### config.mk
export PLATFORM = sky130hd
export DESIGN_NAME = ir_pulse_code_channel_switch_top
export DESIGN_NICKNAME = d
export VERILOG_FILES = /design/src/hw/rtl/irpcs_pkg.sv /design/src/hw/rtl/irpcs_step.sv /design/src/hw/rtl/ir_pulse_code_channel_switch_top.sv
export SDC_FILE = /design/constraint.sdc
export NUM_CORES = 1
export LEC_CHECK = 0
export BUFFER_PORTS_ARGS = -buffer_cell sky130_fd_sc_hd__buf_2
export CORE_UTILIZATION = 25
export CTS_BUF_LIST = sky130_fd_sc_hd__clkbuf_8 sky130_fd_sc_hd__clkbuf_16
export CTS_CLUSTER_SIZE = 16
export DETAILED_ROUTE_END_ITERATION = 8
export SLEW_MARGIN = 5
export SYNTH_ARGS = -nofsm -noshare
export SYNTH_HDL_FRONTEND = slang
export SYNTH_HIERARCHICAL = 1
export SYNTH_SLANG_ARGS = --single-unit
### constraint.sdc
create_clock -name i_clk -period 6.5 [get_ports i_clk]
set_input_delay 0.65 -clock i_clk [delete_from_list [all_inputs] [get_ports i_clk]]
set_output_delay 0.65 -clock i_clk [all_outputs]
set_load 0.005 [all_outputs]
### src/hw/rtl/irpcs_pkg.sv
// shared types, codes and reset values for the ir pulse code channel switch
`timescale 1ns / 1ps

package irpcs_pkg;

    // field widths
    localparam int unsigned KIND_W  = 2;
    localparam int unsigned TICKS_W = 8;
    localparam int unsigned CHAN_W  = 3;
    localparam int unsigned ACT_W   = 2;
    localparam int unsigned WORD_W  = 32;
    localparam int unsigned CFG_IDX_W  = 3;
    localparam int unsigned CFG_DATA_W = 32;

    // item kinds
    localparam logic [KIND_W-1:0] KIND_EDGE    = 2'd0;
    localparam logic [KIND_W-1:0] KIND_BUTTON  = 2'd1;
    localparam logic [KIND_W-1:0] KIND_TIMEOUT = 2'd2;

    // result actions
    localparam logic [ACT_W-1:0] ACT_NONE    = 2'd0;
    localparam logic [ACT_W-1:0] ACT_ADVANCE = 2'd1;
    localparam logic [ACT_W-1:0] ACT_POWER   = 2'd2;

    // configuration register indexes
    localparam logic [CFG_IDX_W-1:0] CFG_LONG_GAP   = 3'd0;
    localparam logic [CFG_IDX_W-1:0] CFG_ONE_BIT    = 3'd1;
    localparam logic [CFG_IDX_W-1:0] CFG_ZERO_BIT   = 3'd2;
    localparam logic [CFG_IDX_W-1:0] CFG_NEXT_CODE  = 3'd3;
    localparam logic [CFG_IDX_W-1:0] CFG_POWER_CODE = 3'd4;

    // configuration reset values
    localparam logic [TICKS_W-1:0] RST_LONG_GAP   = 8'd80;
    localparam logic [TICKS_W-1:0] RST_ONE_BIT    = 8'd36;
    localparam logic [TICKS_W-1:0] RST_ZERO_BIT   = 8'd5;
    localparam logic [WORD_W-1:0]  RST_NEXT_CODE  = 32'h0001_8000;
    localparam logic [WORD_W-1:0]  RST_POWER_CODE = 32'hE0E0_40BF;

    // channel select values
    localparam logic [CHAN_W-1:0] CHAN_OFF   = 3'd0;
    localparam logic [CHAN_W-1:0] CHAN_FIRST = 3'd4;
    localparam logic [CHAN_W-1:0] CHAN_LAST  = 3'd7;

    typedef struct packed {
        logic [TICKS_W-1:0] long_gap;
        logic [TICKS_W-1:0] one_bit;
        logic [TICKS_W-1:0] zero_bit;
        logic [WORD_W-1:0]  next_code;
        logic [WORD_W-1:0]  power_code;
    } t_cfg;

    typedef struct packed {
        logic [WORD_W-1:0] word;
        logic [CHAN_W-1:0] chan;
    } t_state;

endpackage

### src/hw/rtl/irpcs_step.sv
// next-state and action logic for one item of the channel switch
`timescale 1ns / 1ps

module irpcs_step
    import irpcs_pkg::*;
(
    input  t_cfg               i_cfg,
    input  t_state             i_state,
    input  logic [KIND_W-1:0]  i_kind,
    input  logic [TICKS_W-1:0] i_ticks,
    output t_state             o_next,
    output logic [ACT_W-1:0]   o_action
);

    logic [CHAN_W-1:0] w_chan_adv;
    logic [CHAN_W-1:0] w_chan_pwr;

    // advance: off or low codes jump to the first channel, last wraps to off
    always_comb begin
        if (!i_state.chan[CHAN_W-1]) begin
            w_chan_adv = CHAN_FIRST;
        end else if (i_state.chan == CHAN_LAST) begin
            w_chan_adv = CHAN_OFF;
        end else begin
            w_chan_adv = i_state.chan + CHAN_W'(1);
        end
    end

    // power toggle between off and the first channel
    assign w_chan_pwr = (i_state.chan != CHAN_OFF) ? CHAN_OFF : CHAN_FIRST;

    // per-kind update
    always_comb begin
        o_next   = i_state;
        o_action = ACT_NONE;
        case (i_kind)
            KIND_EDGE: begin
                if (i_ticks > i_cfg.long_gap) begin
                    o_next.word = '0;
                end else if (i_ticks > i_cfg.one_bit) begin
                    o_next.word = {i_state.word[WORD_W-2:0], 1'b1};
                end else if (i_ticks > i_cfg.zero_bit) begin
                    o_next.word = {i_state.word[WORD_W-2:0], 1'b0};
                end
            end
            KIND_BUTTON: begin
                o_next.chan = w_chan_adv;
                o_action    = ACT_ADVANCE;
            end
            KIND_TIMEOUT: begin
                // next code wins when both codes are equal
                if (i_state.word == i_cfg.next_code) begin
                    o_next.chan = w_chan_adv;
                    o_action    = ACT_ADVANCE;
                end else if (i_state.word == i_cfg.power_code) begin
                    o_next.chan = w_chan_pwr;
                    o_action    = ACT_POWER;
                end
                o_next.word = '0;
            end
            default: begin
                // unused kind leaves state alone
            end
        endcase
    end

endmodule

### src/hw/rtl/ir_pulse_code_channel_switch_top.sv
// top level of the ir pulse code channel switch
`timescale 1ns / 1ps

// Pulse-distance IR remote decoder driving a 3-bit channel select.
// Input channel: i_in_valid / o_in_stall carry one beat of i_kind and i_ticks
// (IR falling edge with gap ticks, button press, or gap timeout).
// Output channel: o_out_valid / i_out_stall carry one result beat per input
// beat: o_channel_select, o_action and o_received_word after that item.
// Path: an accepted beat goes into the input register, then into the result register,
// which drives the output. Throughput: one beat per cycle while the output is not
// stalled, set by the combinational compare/shift step between the two registers.
// A stalled result holds in the result register; the input register still
// takes one more beat, and o_in_stall rises only when both are full.
// Configuration: i_cfg_we writes i_cfg_data to register i_cfg_index
// (0 long gap, 1 one bit, 2 zero bit, 3 next code, 4 power code); write
// only while no beat is in flight. Indexes 5 to 7 are ignored.
// Reset (synchronous, active low): both registers empty, shift word and
// channel cleared, configuration back to its default values.

module ir_pulse_code_channel_switch_top
    import irpcs_pkg::*;
(
    input  logic                  i_clk,
    input  logic                  i_rst_n,
    // configuration write port
    input  logic                  i_cfg_we,
    input  logic [CFG_IDX_W-1:0]  i_cfg_index,
    input  logic [CFG_DATA_W-1:0] i_cfg_data,
    // input channel
    input  logic                  i_in_valid,
    output logic                  o_in_stall,
    input  logic [KIND_W-1:0]     i_kind,
    input  logic [TICKS_W-1:0]    i_ticks,
    // output channel
    output logic                  o_out_valid,
    input  logic                  i_out_stall,
    output logic [CHAN_W-1:0]     o_channel_select,
    output logic [ACT_W-1:0]      o_action,
    output logic [WORD_W-1:0]     o_received_word
);

    t_cfg               r_cfg;
    t_state             r_state;
    t_state             n_state;
    logic               r_in_valid;
    logic [KIND_W-1:0]  r_in_kind;
    logic [TICKS_W-1:0] r_in_ticks;
    logic               r_out_valid;
    logic [CHAN_W-1:0]  r_out_chan;
    logic [ACT_W-1:0]   r_out_act;
    logic [WORD_W-1:0]  r_out_word;
    logic [ACT_W-1:0]   n_action;
    logic               w_out_free;
    logic               w_advance;
    logic               w_in_take;

    // configuration registers
    always_ff @(posedge i_clk) begin
        if (!i_rst_n) begin
            r_cfg.long_gap   <= RST_LONG_GAP;
            r_cfg.one_bit    <= RST_ONE_BIT;
            r_cfg.zero_bit   <= RST_ZERO_BIT;
            r_cfg.next_code  <= RST_NEXT_CODE;
            r_cfg.power_code <= RST_POWER_CODE;
        end else if (i_cfg_we) begin
            unique case (i_cfg_index)
                CFG_LONG_GAP:   r_cfg.long_gap   <= i_cfg_data[TICKS_W-1:0];
                CFG_ONE_BIT:    r_cfg.one_bit    <= i_cfg_data[TICKS_W-1:0];
                CFG_ZERO_BIT:   r_cfg.zero_bit   <= i_cfg_data[TICKS_W-1:0];
                CFG_NEXT_CODE:  r_cfg.next_code  <= i_cfg_data[WORD_W-1:0];
                CFG_POWER_CODE: r_cfg.power_code <= i_cfg_data[WORD_W-1:0];
                default: begin
                end
            endcase
        end
    end

    // handshake control
    assign w_out_free = !r_out_valid || !i_out_stall;
    assign w_advance  = r_in_valid && w_out_free;
    assign o_in_stall = r_in_valid && !w_out_free;
    assign w_in_take  = i_in_valid && !o_in_stall;

    // input register
    always_ff @(posedge i_clk) begin
        if (!i_rst_n) begin
            r_in_valid <= 1'b0;
        end else if (w_in_take) begin
            r_in_valid <= 1'b1;
        end else if (w_advance) begin
            r_in_valid <= 1'b0;
        end
    end

    always_ff @(posedge i_clk) begin
        if (w_in_take) begin
            r_in_kind  <= i_kind;
            r_in_ticks <= i_ticks;
        end
    end

    // decode step
    irpcs_step u_step (
        .i_cfg    (r_cfg),
        .i_state  (r_state),
        .i_kind   (r_in_kind),
        .i_ticks  (r_in_ticks),
        .o_next   (n_state),
        .o_action (n_action)
    );

    // shift word and channel state
    always_ff @(posedge i_clk) begin
        if (!i_rst_n) begin
            r_state <= '0;
        end else if (w_advance) begin
            r_state <= n_state;
        end
    end

    // result register
    always_ff @(posedge i_clk) begin
        if (!i_rst_n) begin
            r_out_valid <= 1'b0;
        end else if (w_out_free) begin
            r_out_valid <= r_in_valid;
        end
    end

    always_ff @(posedge i_clk) begin
        if (w_advance) begin
            r_out_chan <= n_state.chan;
            r_out_act  <= n_action;
            r_out_word <= n_state.word;
        end
    end

    assign o_out_valid      = r_out_valid;
    assign o_channel_select = r_out_chan;
    assign o_action         = r_out_act;
    assign o_received_word  = r_out_word;

    // channel never rests on the unused low codes
    a_chan_legal: assert property (@(posedge i_clk) disable iff (!i_rst_n)
        (r_state.chan == CHAN_OFF) || r_state.chan[CHAN_W-1])
        else $error("channel state on an unused code");

    // a power toggle lands on off or the first channel
    a_power_result: assert property (@(posedge i_clk) disable iff (!i_rst_n)
        (o_out_valid && (o_action == ACT_POWER)) |->
        ((o_channel_select == CHAN_OFF) || (o_channel_select == CHAN_FIRST)))
        else $error("power toggle gave a bad channel");

    // a timeout beat always reports a cleared word
    a_timeout_clears: assert property (@(posedge i_clk) disable iff (!i_rst_n)
        (w_advance && (r_in_kind == KIND_TIMEOUT)) |=>
        (o_out_valid && (o_received_word == '0) && (r_state.word == '0)))
        else $error("timeout did not clear the shift word");

    // an edge beat never reports an action
    a_edge_no_action: assert property (@(posedge i_clk) disable iff (!i_rst_n)
        (w_advance && (r_in_kind == KIND_EDGE)) |=> (o_action == ACT_NONE))
        else $error("edge beat reported an action");

endmodule

## Word-level counts from Yosys, hierarchy flattened

Cells that the tools add are included.

- Register bits: 172
- Latch bits: 0
- Bits in writable memories: 0
- ROM bits: 0
- Logic and storage cells: 59
- Memories: 0

- $add $sub $neg: 1
- Multiply operators: 0
- Divide/modulo/power cells: 0
- $lt $le $gt $ge: 3
- Equal/unequal tests: 9
- Shift operators: 0
- Muxes and demuxes: 15
- Bitwise logic cells: 0
- Reductions and logical operators: 17

Operators by type and width:

| cell | number |
|---|---|
| 2-to-1 mux 32 bit | 3 |
| == test 32 bit | 2 |
| case mux 32 bit (2 select lines) | 1 |
| greater-than comparator 8 bit | 3 |
| 2-to-1 mux 3 bit | 5 |
| AND reduction 2 bit | 5 |
| == test 3 x 2 -> 1 bit (second input constant) | 2 |
| == test 3 bit (second input constant) | 2 |
| case mux 3 bit (2 select lines) | 1 |
| zero test 1 bit | 4 |
| 2-to-1 mux 2 bit | 2 |
| case mux 2 bit (2 select lines) | 1 |
| adder 3 x 1 -> 3 bit (second input constant) | 1 |
| == test 3 x 1 -> 1 bit (second input constant) | 1 |
| logical AND 1 bit | 3 |
| zero test 3 bit | 1 |
| nonzero test 3 bit | 1 |
| == test 2 x 1 -> 1 bit (second input constant) | 1 |
| == test 2 bit (second input constant) | 1 |
| zero test 2 bit | 1 |
| 2-to-1 mux 1 bit | 2 |
| nonzero test 2 bit | 1 |
| logical OR 1 bit | 1 |

## Logic depth before layout (Yosys ltp)

Gate-level depths: netlist of run 1.

- Depth after elaboration: 7
- Gate-level depth with buffers: 12
- Depth with buffers taken out: 11

## Hierarchy

Netlist of run 1, hierarchy kept.

By module, submodules not included:

| module | times used | cells an instance | area each (sq um) | seq. area each (sq um) |
|---|---|---|---|---|
| ir_pulse_code_channel_switch_top | 1 | 551 | 6318.6 | 3913.8 |
| irpcs_step | 1 | 236 | 1889.3 | 0.0 |

## Worst setup path after synthesis of run 1

OpenSTA, ideal clock, no wires.

- Kind: reg-to-reg
- Start: register r_in_ticks[1]
- End: register r_state[34] (netlist bit)
- Arrival: 2.043 ns
- Required time: 6.428 ns
- Path slack: 4.386 ns
- Stages on the path, launching flop included: 12
- Buffers on the path: 1
- Cells stage by stage: edfxtp_1 -> ha_1 -> nor2b_4 -> o211ai_2 -> a21oi_1 -> nor4bb_1 -> a21o_2 -> nor2b_4 -> buf_6 -> a22o_1 -> nand2_1 -> mux2i_1

RTL lines:

| item | RTL line | RTL |
|---|---|---|
| start, declared | ir_pulse_code_channel_switch_top.sv:47 | `logic [TICKS_W-1:0] r_in_ticks;` |
| start signal, assigned | ir_pulse_code_channel_switch_top.sv:98 | `r_in_ticks <= i_ticks;` |
| end signal, assigned | ir_pulse_code_channel_switch_top.sv:117 | `r_state <= n_state;` |
| end, declared | ir_pulse_code_channel_switch_top.sv:43 | `t_state r_state;` |

==> summary.md, run 1 <==
| Metric | Value |
|---|---|
| Met2 wire length | 8.72 mm |
| Final hold violations | 0 |
| Synth warn | 6 |
| Hold Path End | r_in_ticks[7]$_DFFE_PP_ |
| Leading cell types in the layout, fill and taps excluded | nand2_1, dfxtp_1, mux2i_1 |
| WL met1 | 8.95 mm |
| Top-area cell type share of the netlist area | 30.5% |
| CP Cell Sequence | ha_1 -> nor2b_4 -> o211ai_2 -> a21oi_1 -> nor4bb_1 -> a21o_2 -> nor2b_4 -> a22o_1 -> nand2_1 -> mux2i_1 |
| Initial core utilization | 25.7% |
| Primary FF master, synth | dfxtp_1 |
| WS Path Type | reg2reg |
| Area Growth Syn to Fin | 16.6% |
| Die Wd | 183 um |
| Overall power | 2330 uW |
| Post-Syn Area | 0.00821 sq mm |
| Fin. max-slew vios | 0 |
| WP data required | 6.85 ns |
| Post-synth net total | 866 |
| Synth cell types | 42 |
| Vias in the first global route | 5544 |
| CP max-delay cell | nor2b_4 |
| Met3 WL | 1.23 mm |
| Via count | 5598 |
| Area leader, netlist | dfxtp_1 |
| Worst R2R Start | r_in_ticks[1]$_DFFE_PP_ |
| Post-CTS Repair Setup Buffers | 0 |
| VDD IR-drop max | 0.000179 V |
| Worst skew pair latency | 0.43 ns |
| Worst setup EP type | register |
| Mapped Cells | 787 |
| Hold/Removal Path Class | in2reg |
| Routed Antenna Nets | 0 |
| Fillers | 3287 |
| Ys async rst share | 0% |
| Largest net degree at the start of global routing | 136 |
| # nets final | 933 |
| CTS tree | yes |
| Die span in y | 183 um |
| Drt via density | 4.28 |
| Max-Cap Viols | 0 |
| Fraction of layout cells with a size suffix above 1 | 15.6% |
| RSZ-0062 raised after global routing | no |
| Gr usage total | 11.8% |
| # DRC | 0 |
| Root Buffer Master | clkbuf_16 |
| First-pass GRT wire length | 30.5 mm |
| Outcome | complete, no violations |
| WL/cell | 14.7 um |
| CP Data Arrival Time | 3.19 ns |
| Commonest non-fill, non-tap cell in the layout | nand2_1 |
| Period minus WS final | 2.84 ns |
| Post-synth EDFFs | 47 |
| Initial DRT Pass Iterations | 4 |
| Port bufs | 88 |
| Starting DRT DRC Count | 217 |
| Final Wtd Congestion | 0.807 |
| Most common cell type on the critical path | nor2b_4 |
| CTS HTree Levels | 4 |
| Total global routing overflow | 0 |
| Initial antenna violation count | 13 |
| CTS Buf Count | 17 |
| R2R Setup Slk | 3.66 ns |
| Post_cts resized | 0 |
| Area of the core | 0.0320 sq mm |
| DIE AREA | 0.0336 sq mm |
| Clock skew | 0.0108 ns |
| Worst Tran Pin Value | 1.12 ns |
| Post-DP HPWL | 13.9 mm |
| Maximum clock insertion buffer count | 2 |
| Avg Synthesized Cell Area | 10.4 sq um |
| Max stage delay on crit path | 0.67 ns |
| Buf+Inv Stages, Crit Path | 0 |
| Critical path's top delay family | simple AND/OR/NAND/NOR gates |
| Slew margin rel. | 25.3% |
| Top layer reached by signal wires | met5 |
| Leakage power | 0.00368 uW |
| Power Density | 244 mW/mm^2 |
| #FFs+latches synth | 172 |
| Clock transition at path regs | 0.07 ns |
| Critical R2R Capture | r_state[9]$_SDFFE_PN0P_ |
| Worst Path Max Fanout | 31 |
| # setup viols final | 0 |
| Worst R2R Path Depth | 10 |
| Total detailed-routing wirelength | 19.3 mm |
| Final worst path period share | 43.7% |
| Startpoint types | register |
| IO Count | 89 |
| Hold depth | 1 |
| Fmax | 352 MHz |
| Setup TNS | 0 ns |
| Clock Sinks | 172 |
| CTS Hold Bufs | 0 |
| Post-synthesis sequential area ratio | 47.7% |
| Hold_sp | i_ticks[7] |
| Synth top area cells | dfxtp_1, edfxtp_1, mux2i_1 |
| Num rows | 65 |
## per-layer routing
layer / vias to the layer above / track usage (%)
li1: 2830 / -
met4: 12 / 4.23
met1: 2633 / 14.9
met3: 26 / 3.99
met2: 97 / 18.7
met5: - / 0
## registers in the layout, summed over array words and instances, names as in the netlist
register,count
o_channel_select,3
r_state,35
r_in_ticks,8
r_in_kind,2
o_out_valid,1
o_action,2
o_received_word,32
r_cfg,88
r_in_valid,1
## worst max path at each step
stage,from,endpoint,slack [ns],cells after the start
2_1_floorplan,r_in_ticks[1]$_DFFE_PP_,r_state[34]$_SDFFE_PN0P_,4.39,11
3_3_place_gp,r_in_ticks[1]$_DFFE_PP_,r_state[6]$_SDFFE_PN0P_,3.74,10
3_5_place_dp,r_in_ticks[1]$_DFFE_PP_,r_state[10]$_SDFFE_PN0P_,3.71,10
4_1_cts,r_in_ticks[1]$_DFFE_PP_,r_state[9]$_SDFFE_PN0P_,3.66,10
5_1_grt,r_in_ticks[5]$_DFFE_PP_,r_state[6]$_SDFFE_PN0P_,3.39,10
6_report,r_in_ticks[1]$_DFFE_PP_,r_state[9]$_SDFFE_PN0P_,3.66,10
## synthesized netlist by cell type, types with 3 or more instances
| library cell | instances |
|---|---|
| a21oi_1 | 9 |
| a22o_1 | 33 |
| and3_1 | 3 |
| buf_2 | 17 |
| buf_4 | 9 |
| buf_6 | 7 |
| clkbuf_1 | 9 |
| dfxtp_1 | 125 |
| edfxtp_1 | 47 |
| ha_1 | 29 |
| inv_1 | 29 |
| mux2i_1 | 124 |
| nand2_1 | 175 |
| nand4_1 | 15 |
| nor2_1 | 5 |
| nor2b_1 | 43 |
| nor2b_4 | 3 |
| nor4_1 | 10 |
| xnor2_1 | 32 |
| xor2_1 | 32 |
## per-stage QoR
step / util (%) / hold WS [ns] / instances / cell area, sq um / setup WS [ns]
after floorplan: - / 0.438 / 787 / 8210 / 4.39
after CTS: 29.9 / 0.372 / 1302 / 9550 / 3.66
final: 29.9 / 0.390 / 1309 / 9570 / 3.66
after detailed placement: 28.1 / 0.457 / 1270 / 8970 / 3.71
after global routing: 29.9 / 0.372 / 1305 / 9560 / 3.39
after global placement: 28.1 / 0.449 / 1270 / 8970 / 3.74
## final cells by class
type                    count  area (sq um)  share of cell area (%)
diodes                      7          17.5                   0.183
repair buffers             92           477                    4.98
multi-input cells         542          3930                    41.0
clock inverters            15           160                    1.67
inverters                  29           109                    1.14
well taps                 435           544                    5.69
flip-flops and latches    172          3910                    40.9
clock buffers              17           425                    4.44
## power breakdown
part	leakage, uW	switching [uW]	total (uW)	internal, uW
Clock	0.000286	447	1020	572
Combinational	0.00195	101	172	70.1
Sequential	0.00145	15.3	1140	1130
Total	0.00368	564	2330	1770
## kinds of logic after synthesis
kind of cell	Yosys count	share of synthesized area, %
AOI/OAI and AO/OA	62	6.16
and+or+nand+nor	263	15.1
xor gates and xnor gates	64	6.83
muxes	124	15.1
buffers and inverters	73	4.65
DFF	172	47.7
adders and majority gates	29	4.42
Note: power is estimated with default switching activity, not from simulation.
==> run 2: changes to the inputs <==
==> constraint.sdc (replaced) <==
create_clock -name i_clk -period 2.5 [get_ports i_clk]
set_input_delay 0.25 -clock i_clk [delete_from_list [all_inputs] [get_ports i_clk]]
set_output_delay 0.25 -clock i_clk [all_outputs]
set_load 0.005 [all_outputs]
==> summary.md, run 2 (same netlist as run 1, synthesis figures left out) <==
| Metric | Value |
|---|---|
| Leakage power | 0.00389 uW |
| RSZ-0062 raised after global routing | yes |
| Startpoint types | register |
| CP max-delay cell | edfxtp_1 |
| Max stage delay on crit path | 0.44 ns |
| Die Wd | 183 um |
| Commonest non-fill, non-tap cell in the layout | nand2_1 |
| Max FFs per register | 88 |
| Period minus WS final | 2.47 ns |
| Worst Tran Pin Value | 0.729 ns |
| Initial antenna violation count | 8 |
| Buf+Inv Stages, Crit Path | 3 |
| Hold depth | 2 |
| WL/cell | 15.3 um |
| Worst skew pair latency | 0.44 ns |
| WP data required | 2.86 ns |
| Port bufs | 88 |
| IO Count | 89 |
| Root Buffer Master | clkbuf_16 |
| Power Density | 599 mW/mm^2 |
| Clock Sinks | 172 |
| Dpl cells | 1288 |
| CTS HTree Levels | 4 |
| Top reg by flops | r_cfg |
| Final Wtd Congestion | 0.827 |
| Area Growth Syn to Fin | 23.2% |
| Total global routing overflow | 0 |
| Worst R2R Path Depth | 12 |
| Post-DP Area | 0.00919 sq mm |
| CP Depth | 12 |
| DIE AREA | 0.0336 sq mm |
| # nets final | 969 |
| Hold/Removal Path Class | in2reg |
| Post-DP HPWL | 14.7 mm |
| Critical path's top delay family | simple AND/OR/NAND/NOR gates |
| Clock skew | 0.00654 ns |
| Drt via density | 4.29 |
| Fmax | 405 MHz |
| Num rows | 65 |
| First-pass GRT wire length | 31.5 mm |
| Fraction of layout cells with a size suffix above 1 | 19.4% |
| Routed Antenna Nets | 0 |
| CP Data Arrival Time | 2.83 ns |
| Leading cell types in the layout, fill and taps excluded | nand2_1, dfxtp_1, mux2i_1 |
| Final hold violations | 0 |
| Area of the core | 0.0320 sq mm |
| # setup viols final | 0 |
| Die span in y | 183 um |
| Worst Path Max Fanout | 7 |
| Final Util | 31.6% |
| R2R Setup Slk | 0.03 ns |
| Final worst path period share | 98.8% |
| Initial core utilization | 25.7% |
| CTS tree | yes |
| Fin. max-slew vios | 0 |
| Max-Cap Viols | 0 |
| WS Path Type | reg2reg |
| # DRC | 0 |
| Clock transition at path regs | 0.07 ns |
| Final Cell Area | 0.0101 sq mm |
| Vias in the first global route | 5705 |
| VDD IR-drop max | 0.000476 V |
| Layout Cells excl Fill | 1343 |
| Largest net degree at the start of global routing | 75 |
| Maximum clock insertion buffer count | 2 |
| Initial DRT Pass Iterations | 5 |
| CP Cell Sequence | buf_4 -> ha_1 -> o211ai_2 -> a21oi_2 -> nor4bb_2 -> a21o_2 -> nor2b_4 -> buf_12 -> buf_8 -> a22o_1 -> nand2_1 -> mux2i_1 |
| Gr usage total | 12.2% |
| CTS Buf Count | 17 |
| Worst setup EP type | register |
| Slew margin rel. | 51.3% |
| Starting DRT DRC Count | 265 |
| Total detailed-routing wirelength | 20.5 mm |
| Outcome | complete, no violations |
| Via count | 5768 |
[run 2: cell types whose count changed in the layout (fill, tap and decap cells not counted), moves of 5 or more]
cell / previous run / this run
dlygate4sd3_1: 0 / 10
ha_4: 0 / 8
buf_4: 4 / 18
buf_12: 0 / 8
clkinvlp_4: 2 / 7
ha_1: 29 / 21
[run 2: area by class of cell]
cell class | instances | area (sq um)
Multi-Input combinational cell | 542 | 4050
Timing Repair Buffer | 128 | 918
Inverter | 29 | 109
Sequential cell | 172 | 3910
Clock inverter | 14 | 121
Clock buffer | 18 | 439
Fill cell | 3264 | 21900
Tap cell | 435 | 544
Antenna cell | 5 | 12.5
[run 2: worst paths after layout]
kind                                   end               startpoint
setup reg to reg  r_state[14]$_SDFFE_PN0P_  r_in_ticks[2]$_DFFE_PP_
hold / removal     r_in_valid$_SDFFE_PN0P_               i_in_valid
setup / recovery  r_state[14]$_SDFFE_PN0P_  r_in_ticks[2]$_DFFE_PP_
hold reg to reg     r_cfg[82]$_SDFFE_PN0P_   r_cfg[82]$_SDFFE_PN0P_
[run 2: metal layers]
layer | wire [um] | part of all wire, % | GRT usage, % | vias up
li1 | - | - | - | 2906
met5 | 58 | 0.28 | 0 | -
met2 | 9340 | 46 | 19.1 | 94
met1 | 9620 | 47 | 16.0 | 2734
met3 | 1140 | 5.5 | 3.77 | 26
met4 | 342 | 1.7 | 4.07 | 8
[run 2: per-stage QoR]
stage	total power (uW)	hold slack, ns	setup TNS (ns)	setup WS [ns]
floorplan	3340	0.349	0	0.386
global placement	3510	0.429	0	0.0582
detailed placement	3520	0.430	0	0.0369
CTS	6070	0.0320	0	0.0686
global route	6290	0.0571	-3.20	-0.140
finish	6050	0.0386	0	0.0298
[run 2: power breakdown]
group / leakage, uW / total (uW) / internal (uW) / switching, uW
clock: 0.000260 / 2550 / 1390 / 1150
sequential: 0.00145 / 2970 / 2930 / 43.1
combinational: 0.00218 / 535 / 247 / 288
[run 2: timing repair]
action,in CTS,in global routing
setup endpoints to repair,1,34
pin swaps,0,26
hold buffers,10,0
cloned,0,3
gates resized for setup,1,14
endpoints found under the hold margin,10,0
setup buffers,0,5
